==> config.mk <==
export PLATFORM = sky130hd
export DESIGN_NAME = compacting_list_table_unit
export DESIGN_NICKNAME = d
export VERILOG_FILES = /design/src/clt_pkg.sv /design/src/clt_cell.sv /design/src/compacting_list_table_unit.sv
export SDC_FILE = /design/constraint.sdc
export NUM_CORES = 1
export LEC_CHECK = 0
export BUFFER_PORTS_ARGS = -buffer_cell sky130_fd_sc_hd__buf_2
export CORE_AREA = 2 2 229 231
export CTS_BUF_LIST = sky130_fd_sc_hd__clkbuf_2
export DETAILED_ROUTE_END_ITERATION = 10
export DIE_AREA = 0 0 231 233
export PLACE_DENSITY_LB_ADDON = 0.25
export SETUP_SLACK_MARGIN = 0.1
export SYNTH_ARGS = -nofsm -noshare
export SYNTH_HDL_FRONTEND = slang
export SYNTH_SLANG_ARGS = --single-unit
==> constraint.sdc <==
create_clock -name clk -period 4.4 [get_ports clk]
set_input_delay 0.22 -clock clk [delete_from_list [all_inputs] [get_ports clk]]
set_output_delay 0.22 -clock clk [all_outputs]
set_load 0.005 [all_outputs]
==> src/clt_pkg.sv <==
// shared types and codes for the compacting list table
package clt_pkg;

	localparam logic [1:0] REQ_APPEND = 2'd0;
	localparam logic [1:0] REQ_SEARCH = 2'd1;
	localparam logic [1:0] REQ_REMOVE = 2'd2;

	localparam logic [1:0] ST_DONE  = 2'd0;
	localparam logic [1:0] ST_FULL  = 2'd1;
	localparam logic [1:0] ST_RANGE = 2'd2;

	typedef struct packed {
		logic append;
		logic remove;
		logic compare;
		logic shift;
	} cell_cmd_t;

endpackage

==> src/clt_cell.sv <==
// one storage cell of the list: entry, compacting shift and search match flag
module clt_cell import clt_pkg::*; #(
	parameter int DATA_WIDTH = 32,
	parameter int CNT_W      = 5,
	parameter int CELL_INDEX = 0
) (
	input  logic                  clk,
	input  cell_cmd_t             cmd,
	input  logic [CNT_W-1:0]      cnt,
	input  logic [CNT_W-1:0]      pos,
	input  logic [DATA_WIDTH-1:0] val,
	input  logic [DATA_WIDTH-1:0] next_entry,
	input  logic                  next_match,
	output logic [DATA_WIDTH-1:0] entry_q,
	output logic                  match_q
);

	localparam logic [CNT_W-1:0] MY_POS = CNT_W'(CELL_INDEX);

	always_ff @(posedge clk) begin
		if (cmd.append && cnt == MY_POS) begin
			entry_q <= val;
		end else if (cmd.remove && MY_POS >= pos) begin
			entry_q <= next_entry;
		end
		if (cmd.compare) begin
			match_q <= (entry_q == val);
		end else if (cmd.shift) begin
			match_q <= next_match;
		end
	end

endmodule

==> src/compacting_list_table_unit.sv <==
// top level of the compacting list table: request control and row of cells
//
// Ordered list of up to MAX_ENTRIES values held in a row of cells.
// Request channel: req_valid / req_stall with req_type, data_value and
// entry_index; a beat is taken when req_valid is high and req_stall is low.
// Response channel: rsp_valid / rsp_stall with status, found, found_index,
// element_count and list_capacity; exactly one response beat per request.
// Append, remove and unused codes: the response is registered directly from
// the request beat. Search: every cell compares at once, then the match flags
// shift toward cell 0 until cell 0 shows a hit or the step reaches the count;
// a search of an empty list gets its miss response directly from the beat.
// One request is in flight at a time: req_stall is high during a search and
// while a response waits under rsp_stall. Peak rate is one request per cycle
// for append and remove when the response side keeps up.
// Reset empties the list, sets the capacity to one and drops any pending
// response. While a response waits under rsp_stall it holds and no new
// request is taken.
module compacting_list_table_unit import clt_pkg::*; #(
	parameter int MAX_ENTRIES = 16,
	parameter int DATA_WIDTH  = 32
) (
	input  logic        clk,
	input  logic        arst_n,
	input  logic        req_valid,
	output logic        req_stall,
	input  logic [1:0]  req_type,
	input  logic [31:0] data_value,
	input  logic [3:0]  entry_index,
	output logic        rsp_valid,
	input  logic        rsp_stall,
	output logic [1:0]  status,
	output logic        found,
	output logic [3:0]  found_index,
	output logic [4:0]  element_count,
	output logic [4:0]  list_capacity
);

	localparam int CNT_W = $clog2(MAX_ENTRIES + 1);
	localparam int CAP_W = $clog2(MAX_ENTRIES) + 1;
	localparam int IW    = (CNT_W > 4) ? CNT_W : 4;

	logic [CNT_W-1:0]      count_q, count_d;
	logic [CAP_W-1:0]      cap_q, cap_d;
	logic                  busy_q, busy_d;
	logic [CNT_W-1:0]      step_q, step_d, step_inc;
	logic                  rsp_valid_q;
	logic [1:0]            status_q, status_d;
	logic                  found_q, found_d;
	logic [CNT_W-1:0]      fidx_q, fidx_d;
	logic                  ld_rsp;
	logic                  req_fire;
	cell_cmd_t             cmd;
	logic [DATA_WIDTH-1:0] val;
	logic [CNT_W-1:0]      pos;
	logic [DATA_WIDTH-1:0] entry_w [MAX_ENTRIES];
	logic                  match_w [MAX_ENTRIES];

	assign val       = DATA_WIDTH'(data_value);
	assign pos       = CNT_W'(entry_index);
	assign req_stall = busy_q || (rsp_valid_q && rsp_stall);
	assign req_fire  = req_valid && !req_stall;
	assign step_inc  = step_q + CNT_W'(1);

	always_comb begin
		cmd      = '0;
		ld_rsp   = 1'b0;
		status_d = ST_DONE;
		found_d  = 1'b0;
		fidx_d   = '0;
		count_d  = count_q;
		cap_d    = cap_q;
		busy_d   = busy_q;
		step_d   = step_q;
		if (busy_q) begin
			cmd.shift = 1'b1;
			if (match_w[0]) begin
				ld_rsp  = 1'b1;
				found_d = 1'b1;
				fidx_d  = step_q;
				busy_d  = 1'b0;
			end else if (step_inc == count_q) begin
				ld_rsp = 1'b1;
				busy_d = 1'b0;
			end else begin
				step_d = step_inc;
			end
		end else if (req_fire) begin
			case (req_type)
				REQ_APPEND: begin
					ld_rsp = 1'b1;
					if (count_q == CNT_W'(MAX_ENTRIES)) begin
						status_d = ST_FULL;
					end else begin
						cmd.append = 1'b1;
						count_d    = count_q + CNT_W'(1);
						if (CAP_W'(count_q) >= cap_q) begin
							cap_d = cap_q << 1;
						end
					end
				end
				REQ_SEARCH: begin
					if (count_q == '0) begin
						ld_rsp = 1'b1;
					end else begin
						cmd.compare = 1'b1;
						busy_d      = 1'b1;
						step_d      = '0;
					end
				end
				REQ_REMOVE: begin
					ld_rsp = 1'b1;
					if (IW'(entry_index) >= IW'(count_q)) begin
						status_d = ST_RANGE;
					end else begin
						cmd.remove = 1'b1;
						count_d    = count_q - CNT_W'(1);
						if (CAP_W'(count_d) < (cap_q >> 1)) begin
							cap_d = cap_q >> 1;
						end
					end
				end
				default: begin
					ld_rsp = 1'b1;
				end
			endcase
		end
	end

	always_ff @(posedge clk or negedge arst_n) begin
		if (!arst_n) begin
			count_q     <= '0;
			cap_q       <= CAP_W'(1);
			busy_q      <= 1'b0;
			step_q      <= '0;
			rsp_valid_q <= 1'b0;
		end else begin
			count_q <= count_d;
			cap_q   <= cap_d;
			busy_q  <= busy_d;
			step_q  <= step_d;
			if (ld_rsp) begin
				rsp_valid_q <= 1'b1;
			end else if (rsp_valid_q && !rsp_stall) begin
				rsp_valid_q <= 1'b0;
			end
		end
	end

	always_ff @(posedge clk) begin
		if (ld_rsp) begin
			status_q <= status_d;
			found_q  <= found_d;
			fidx_q   <= fidx_d;
		end
	end

	// response beat reports count and capacity as they stand after the request
	logic [CNT_W-1:0] rsp_count_q;
	logic [CAP_W-1:0] rsp_cap_q;

	always_ff @(posedge clk) begin
		if (ld_rsp) begin
			rsp_count_q <= count_d;
			rsp_cap_q   <= cap_d;
		end
	end

	assign rsp_valid     = rsp_valid_q;
	assign status        = status_q;
	assign found         = found_q;
	assign found_index   = 4'(fidx_q);
	assign element_count = 5'(rsp_count_q);
	assign list_capacity = 5'(rsp_cap_q);

	for (genvar i = 0; i < MAX_ENTRIES; i++) begin : g_cell
		logic [DATA_WIDTH-1:0] nxt_entry;
		logic                  nxt_match;
		if (i == MAX_ENTRIES - 1) begin : g_last
			assign nxt_entry = entry_w[i];
			assign nxt_match = 1'b0;
		end else begin : g_mid
			assign nxt_entry = entry_w[i+1];
			assign nxt_match = match_w[i+1];
		end
		clt_cell #(
			.DATA_WIDTH (DATA_WIDTH),
			.CNT_W      (CNT_W),
			.CELL_INDEX (i)
		) u_cell (
			.clk        (clk),
			.cmd        (cmd),
			.cnt        (count_q),
			.pos        (pos),
			.val        (val),
			.next_entry (nxt_entry),
			.next_match (nxt_match),
			.entry_q    (entry_w[i]),
			.match_q    (match_w[i])
		);
	end

`ifndef SYNTHESIS
	a_cap_pow2: assert property (@(posedge clk) disable iff (!arst_n)
		$onehot(cap_q))
		else $error("capacity not a power of two");

	a_count_le_cap: assert property (@(posedge clk) disable iff (!arst_n)
		CAP_W'(count_q) <= cap_q)
		else $error("count exceeds capacity");

	a_search_step: assert property (@(posedge clk) disable iff (!arst_n)
		busy_q |-> (step_q < count_q))
		else $error("search step past end of list");

	a_search_ends: assert property (@(posedge clk) disable iff (!arst_n)
		(busy_q && !busy_d) |=> (rsp_valid_q && !busy_q))
		else $error("search finished without a response beat");
`endif

endmodule
# After elaboration in Yosys (flattened, before gate mapping)
# Index checks and enable logic that the tools add are counted.
dict set report totals {
  rom_bits 0
  out_inout_bits 19
  wordCells 268
  register_bits 562
  ram_bits 0
  latch_bits 0
  memories 0
}
dict set report classes {
  div 0
  n_shift 0
  eq_ne 38
  reduce_logical 61
  n_bitwise 1
  magnitude_cmp 18
  mul 0
  add_sub_neg 3
  mux 105
}
# cell count
set ops {}
lappend ops {{$mux W32} 30}
lappend ops {{$eq A32 B32 Y1} 16}
lappend ops {{$mux W5} 16}
lappend ops {{$mux W1} 53}
lappend ops {{$eq A5 B4 Y1 const B} 8}
lappend ops {{$reduce_bool A2 Y1} 19}
lappend ops {{$logic_and A1 B1 Y1} 34}
lappend ops {{$ge A4 B4 Y1 const A} 7}
lappend ops {{$eq A5 B3 Y1 const B} 4}
lappend ops {{$pmux W5 S2} 2}
lappend ops {{$ge A3 B4 Y1 const A} 4}
lappend ops {{$add A5 B1 Y5 const B} 2}
lappend ops {{$eq A5 B2 Y1 const B} 2}
lappend ops {{$ge A1 B4 Y1 const A} 2}
lappend ops {{$ge A2 B4 Y1 const A} 2}
lappend ops {{$mux W3} 2}
lappend ops {{$ne A2 B2 Y1 const B} 3}
lappend ops {{$eq A5 B1 Y1 const B} 1}
lappend ops {{$eq A5 B5 Y1} 1}
lappend ops {{$eq A5 B5 Y1 const B} 1}
lappend ops {{$ge A4 B5 Y1} 1}
lappend ops {{$ge A5 B5 Y1} 1}
lappend ops {{$logic_not A5 Y1} 1}
lappend ops {{$lt A5 B4 Y1} 1}
lappend ops {{other kinds (12)} 13}

# Longest topological paths before layout
dict set report logic_depth {
  ltp_word 9
  depth_mapped 10
}

# Modules after synthesis
# From an unflattened synthesis, not the netlist that was laid out.
dict set report hier_totals {
  hier_cells 2104
  area_unflattened_um2 32195.9
}
# mod area_each_um2 seq_area_each_um2 cells_each instances
set by_module_without_submodules {}
lappend by_module_without_submodules {{clt_cell at g_cell[11].u_cell ...} 1809.2 991.0 119 2}
lappend by_module_without_submodules {compacting_list_table_unit 2119.5 937.1 198 1}
lappend by_module_without_submodules {{clt_cell at g_cell[3].u_cell} 1924.3 991.0 119 1}
lappend by_module_without_submodules {{clt_cell at g_cell[2].u_cell} 1923.1 991.0 120 1}
lappend by_module_without_submodules {{clt_cell at g_cell[8].u_cell} 1921.8 991.0 119 1}
lappend by_module_without_submodules {{clt_cell at g_cell[4].u_cell} 1920.6 991.0 120 1}
lappend by_module_without_submodules {{clt_cell at g_cell[12].u_cell} 1919.3 991.0 119 1}
lappend by_module_without_submodules {{clt_cell at g_cell[10].u_cell} 1914.3 991.0 120 1}
lappend by_module_without_submodules {{clt_cell at g_cell[1].u_cell} 1914.3 991.0 119 1}
lappend by_module_without_submodules {{clt_cell at g_cell[9].u_cell} 1908.1 991.0 119 1}
lappend by_module_without_submodules {{clt_cell at g_cell[6].u_cell} 1906.8 991.0 120 1}
lappend by_module_without_submodules {{clt_cell at g_cell[5].u_cell} 1904.3 991.0 119 1}
lappend by_module_without_submodules {{clt_cell at g_cell[0].u_cell} 1898.1 991.0 119 1}
lappend by_module_without_submodules {{clt_cell at g_cell[13].u_cell} 1810.5 991.0 119 1}
lappend by_module_without_submodules {{+2 rows} - - - -}

# Worst setup path after synthesis
# Ideal clock, no wire load.
dict set report synth_path {
  path_kind {register to register}
  from {reg count_q[2]}
  to {reg g_cell[0].u_cell.entry_q[0] (enable)}
  period_less_slack_ps 4868
  slack_ps -468
  path_stages_with_launch 10
  setup_time_ps 470
  t_arrival_ps 4398
  path_buffers 2
  path_cell_list {dfrtp_1 > clkbuf_1 > inv_1 > ha_1 > o21ai_0 > a221o_1 > clkbuf_1 > nand3_1 > or3_1 > o31ai_1}
}
dict set report synth_via {
  elab_chain_cells 7
  word_cells_on_any_way 12
  cone_classes {1 x order compare; 1 x eq/ne; 6 x mux; 4 x reduce/logical}
}
# item line
set synth_rtl {}
lappend synth_rtl {{start: declaration} compacting_list_table_unit.sv:42} ;# logic [CNT_W-1:0] count_q, count_d;
lappend synth_rtl {{start signal: assignment} compacting_list_table_unit.sv:137} ;# count_q <= count_d;
lappend synth_rtl {{$ge A4 B5 Y1 or $eq A5 B5 Y1 (tied branches)} {compacting_list_table_unit.sv:112, compacting_list_table_unit.sv:91}}
lappend synth_rtl {{$mux W1, on equally long branches} {compacting_list_table_unit.sv:112, compacting_list_table_unit.sv:91}}
lappend synth_rtl {{$mux W1} compacting_list_table_unit.sv:88} ;# case (req_type)
lappend synth_rtl {{$mux W3} compacting_list_table_unit.sv:87} ;# end else if (req_fire) begin
lappend synth_rtl {{$mux W3} compacting_list_table_unit.sv:74} ;# if (busy_q) begin
lappend synth_rtl {{$logic_and A1 B1 Y1, on equally long branches} {clt_cell.sv:23, clt_cell.sv:21}}
lappend synth_rtl {{$reduce_bool A2 Y1 (no line) (*)} -}
lappend synth_rtl {{end signal: assignment} clt_cell.sv:22} ;# entry_q <= val;
lappend synth_rtl {{end signal: assignment} clt_cell.sv:24} ;# entry_q <= next_entry;
lappend synth_rtl {{end: declaration} clt_cell.sv:14} ;# output logic [DATA_WIDTH-1:0] entry_q,
# Mark *: on every way between the ends. The rest lies on a longest branch, timed or not.
# A chain may end at the register's enable or synchronous reset.

# Worst setup path in the final report
dict set report layout_path {
  from {reg count_q[1]}
  to {reg g_cell[0].u_cell.entry_q[22] (enable)}
}
# The elaborated chain is that of the path after synthesis.

==> flow_summary.yaml <==
status:
  status: "complete, no violations"
logic_synthesis:
  synth_area_per_cell_um2: 14.0
  synthesis.nets: 2213
  synthCells: 2152
  synth_ff_type: "edfxtp_1"
  synth.most_common_cell: "edfxtp_1"
  ys_ff_latch: 562
  yosys_warnings: 0
  synth-edff-count: 545
  synth_top_area_share_pct: 54.3
  synth_cell_types: 56
  synthTopCellsByArea: "edfxtp_1 (54%), mux2_2 (18%), xor2_1 (15%)"
  syn_area_um2: 30100
  synth-seq-area-share_pct: 55.7
  synth_top_cells_by_count: "edfxtp_1 (545), xor2_1 (515), mux2_2 (480), nor4_1 (130), clkbuf_1 (113)"
  async_flop_share_pct: 3.02
  synth_top_area_cell: "edfxtp_1"
final_layout:
  layout.nets: 2374
  final_util_pct: 64.9
  layout.cells.non_filler: 3101
  area_growth_syn_to_layout_pct: 10.0
  drive_above_1_share_pct: 35.6
  stdcell_area_um2: 33200
detailed_routing:
  drt_iter0_markers: 1945
  drt_pass1_iterations: 5
  wl_met3_um: 5760
  routed_wl_um: 77500
  drtAntennaViolNets: 0
  top_layer: "met4"
  num_vias: 18600
  wl_met2_um: 37800
  met1Wirelength_um: 31600
  viasPerCell: 6.01
  wl_per_cell_um: 25.0
  route.detailed.drc: 0
clocking:
  root_buffer: "clkbuf_2"
  clock_latency_ns: 1.36
  cts.reportedPaths.clkPinSlew_ns: 0.10
  cts_buffers: 152
  cts_tree: "built"
  htree_levels: 4
  cts-resized-gates: 0
  clk_path_buf_depth: 3
  cts.sinks: 562
pwr:
  p_int_mw: 8.88
  p_comb_share_pct: 19.4
  seqPwrFrac_pct: 52.1
  clock_power_share_pct: 28.6
  power.leakage_nw: 12.1
  swShare_pct: 31.1
  power.net_switching_mw: 4.01
  finalPower_mw: 12.9
  irDropWorstVdd_uv: 298
  power.density_nw_per_um2: 389
critical_path:
  end_kind: "flip-flop"
  crit_path_start_kind: "flip-flop"
  crit_required_ns: 5.39
  arrival_ns: 4.73
  crit_type: "flip-flop to flip-flop"
  cp_max_fo: 21
floorplan:
  start_util_pct: 59.0
  die_y_um: 233
  num_rows: 83
  fp.coreArea_um2: 51100
  die_area_um2: 53800
  ioPinCount: 61
  dieWidth_um: 231
global_routing:
  grt_overflow: 0
  grt_max_degree: 34
  antenna_found_initial: 2
  grt_pass1_vias: 19500
  grt_usage_pct: 29.4
  grt_pass1_wl_um: 117000
timing:
  slew-limit-headroom_pct: 23.5
  tightest_slew_ns: 1.15
  finalCriticalPeriod_ns: 3.73
  clock.fmax_mhz: 268
  setup_violations: 0
  hold_viol: 0
  rsz0062_at_grt: "false"
  fin_skew_ns: 0.0867
  slew_violations: 0
  period_share_pct: 84.9
  fin_ws_ns: 0.666
place:
  dp_slack_ns: 0.723
  port-buffer-count: 60
  dp.cells: 2751
  dpl-instance-area_um2: 31000
  routabilityCongestion: 0.902
  hpwl_um: 51000
run:
  maxCapViolations: 0
min_path:
  hold_path.class: "input port to flip-flop"
[through the flow]
stage               TNS, ns  hold slack (ns)
floorplan            -22.05          -0.0756
global placement          0            0.171
detailed placement        0            0.175
CTS                       0          0.00326
global route              0           0.0296
finish                    0            0.137
[state kept, by name, indices dropped and copies added (netlist names)]
register,flops
g_cell.u_cell.entry_q,512
cap_q,5
g_cell.u_cell.match_q,16
list_capacity,5
status,2
rsp_valid,1
step_q,5
found,1
fidx_q,4
element_count,5
count_q,5
busy_q,1
[worst paths after layout]
check                                    startpoint                            to  slack, ns  depth (start not counted)
max                                      count_q[1]  g_cell[0].u_cell.entry_q[22]       0.67                          8
min                                   data_value[7]  g_cell[15].u_cell.entry_q[7]       0.14                          2
max in group asynchronous                    arst_n                      cap_q[4]       3.19                          4
min reg2reg                g_cell[7].u_cell.match_q      g_cell[6].u_cell.match_q       0.53                          2
max reg2reg                              count_q[1]  g_cell[0].u_cell.entry_q[22]       0.67                          8
min in group asynchronous                    arst_n                    count_q[3]       0.66                          4
[cell type report]
| type | instances | area [um^2] |
|---|---|---|
| Tap cell | 680 | 851 |
| Inverter | 21 | 78.8 |
| Sequential cell | 562 | 16800 |
| Fill cell | 3813 | 17900 |
| Clock inverter | 31 | 174 |
| Clock buffer | 228 | 1140 |
| Timing Repair Buffer | 198 | 1570 |
| Multi-Input combinational cell | 1378 | 12500 |
| Antenna cell | 3 | 7.51 |
[repair_timing]
item | CTS | global route
setup endpoints to repair | 0 | 0
setup buffers | 0 | 0
endpoints found under the hold margin | 1119 | 0
hold buffers | 88 | 0
[per-layer routing]
metal  GRT usage (%)  up-vias
met4            11.7        0
met5               0        -
li1                -     8346
met1            37.9     9269
met2            48.2      830
met3            6.75      177
[power by group through the flow]
stage | Clock (mW) | Sequential, mW | Combinational, mW
after global routing | 4.02 | 6.76 | 2.69
after detailed placement | 0 | 6.85 | 2.31
after floorplan | 0 | 6.75 | 1.64
after CTS | 3.75 | 6.72 | 2.46
final | 3.68 | 6.72 | 2.50
after global placement | 0 | 6.84 | 2.27
[worst max-delay path, stage by stage (launching register included)]
cell and delay, ns:
dfrtp_1 0.52, inv_1 0.20, ha_1 0.23, nor3_1 0.24, a221o_1 0.39, nand3_1 0.16
or3_1 0.44, o31ai_4 0.88, buf_4 0.36
[cells by family (layout without fill, tap and decap cells)]
logic type / after synthesis / after routing / synth area share [%]
muxes: 485 / 485 / 18.1
AOI/OAI and AO/OA: 78 / 78 / 1.85
DFF: 562 / 562 / 55.7
and+or+nand+nor: 274 / 274 / 5.39
adders and majority gates: 19 / 19 / 0.789
other: 0 / 3 / 0
xor gates and xnor gates: 522 / 522 / 15.2
buffers and inverters: 212 / 478 / 2.91
[cell usage in the layout, fill, tap and decap left out, types with 8 or more instances in the layout]
master / count
and3_1: 9
o31ai_1: 17
ha_1: 19
nor4_1: 130
xor2_1: 515
mux2_2: 480
clkbuf_2: 228
inv_1: 21
edfxtp_1: 545
nand2_1: 35
buf_2: 60
o21ai_0: 10
nand2_2: 12
nand4_1: 32
buf_4: 49
nand3_1: 11
nor2_1: 12
dfrtp_1: 16
clkinv_1: 22
o21ai_2: 8
dlygate4sd3_1: 88
(Power assumes the default switching activity.)
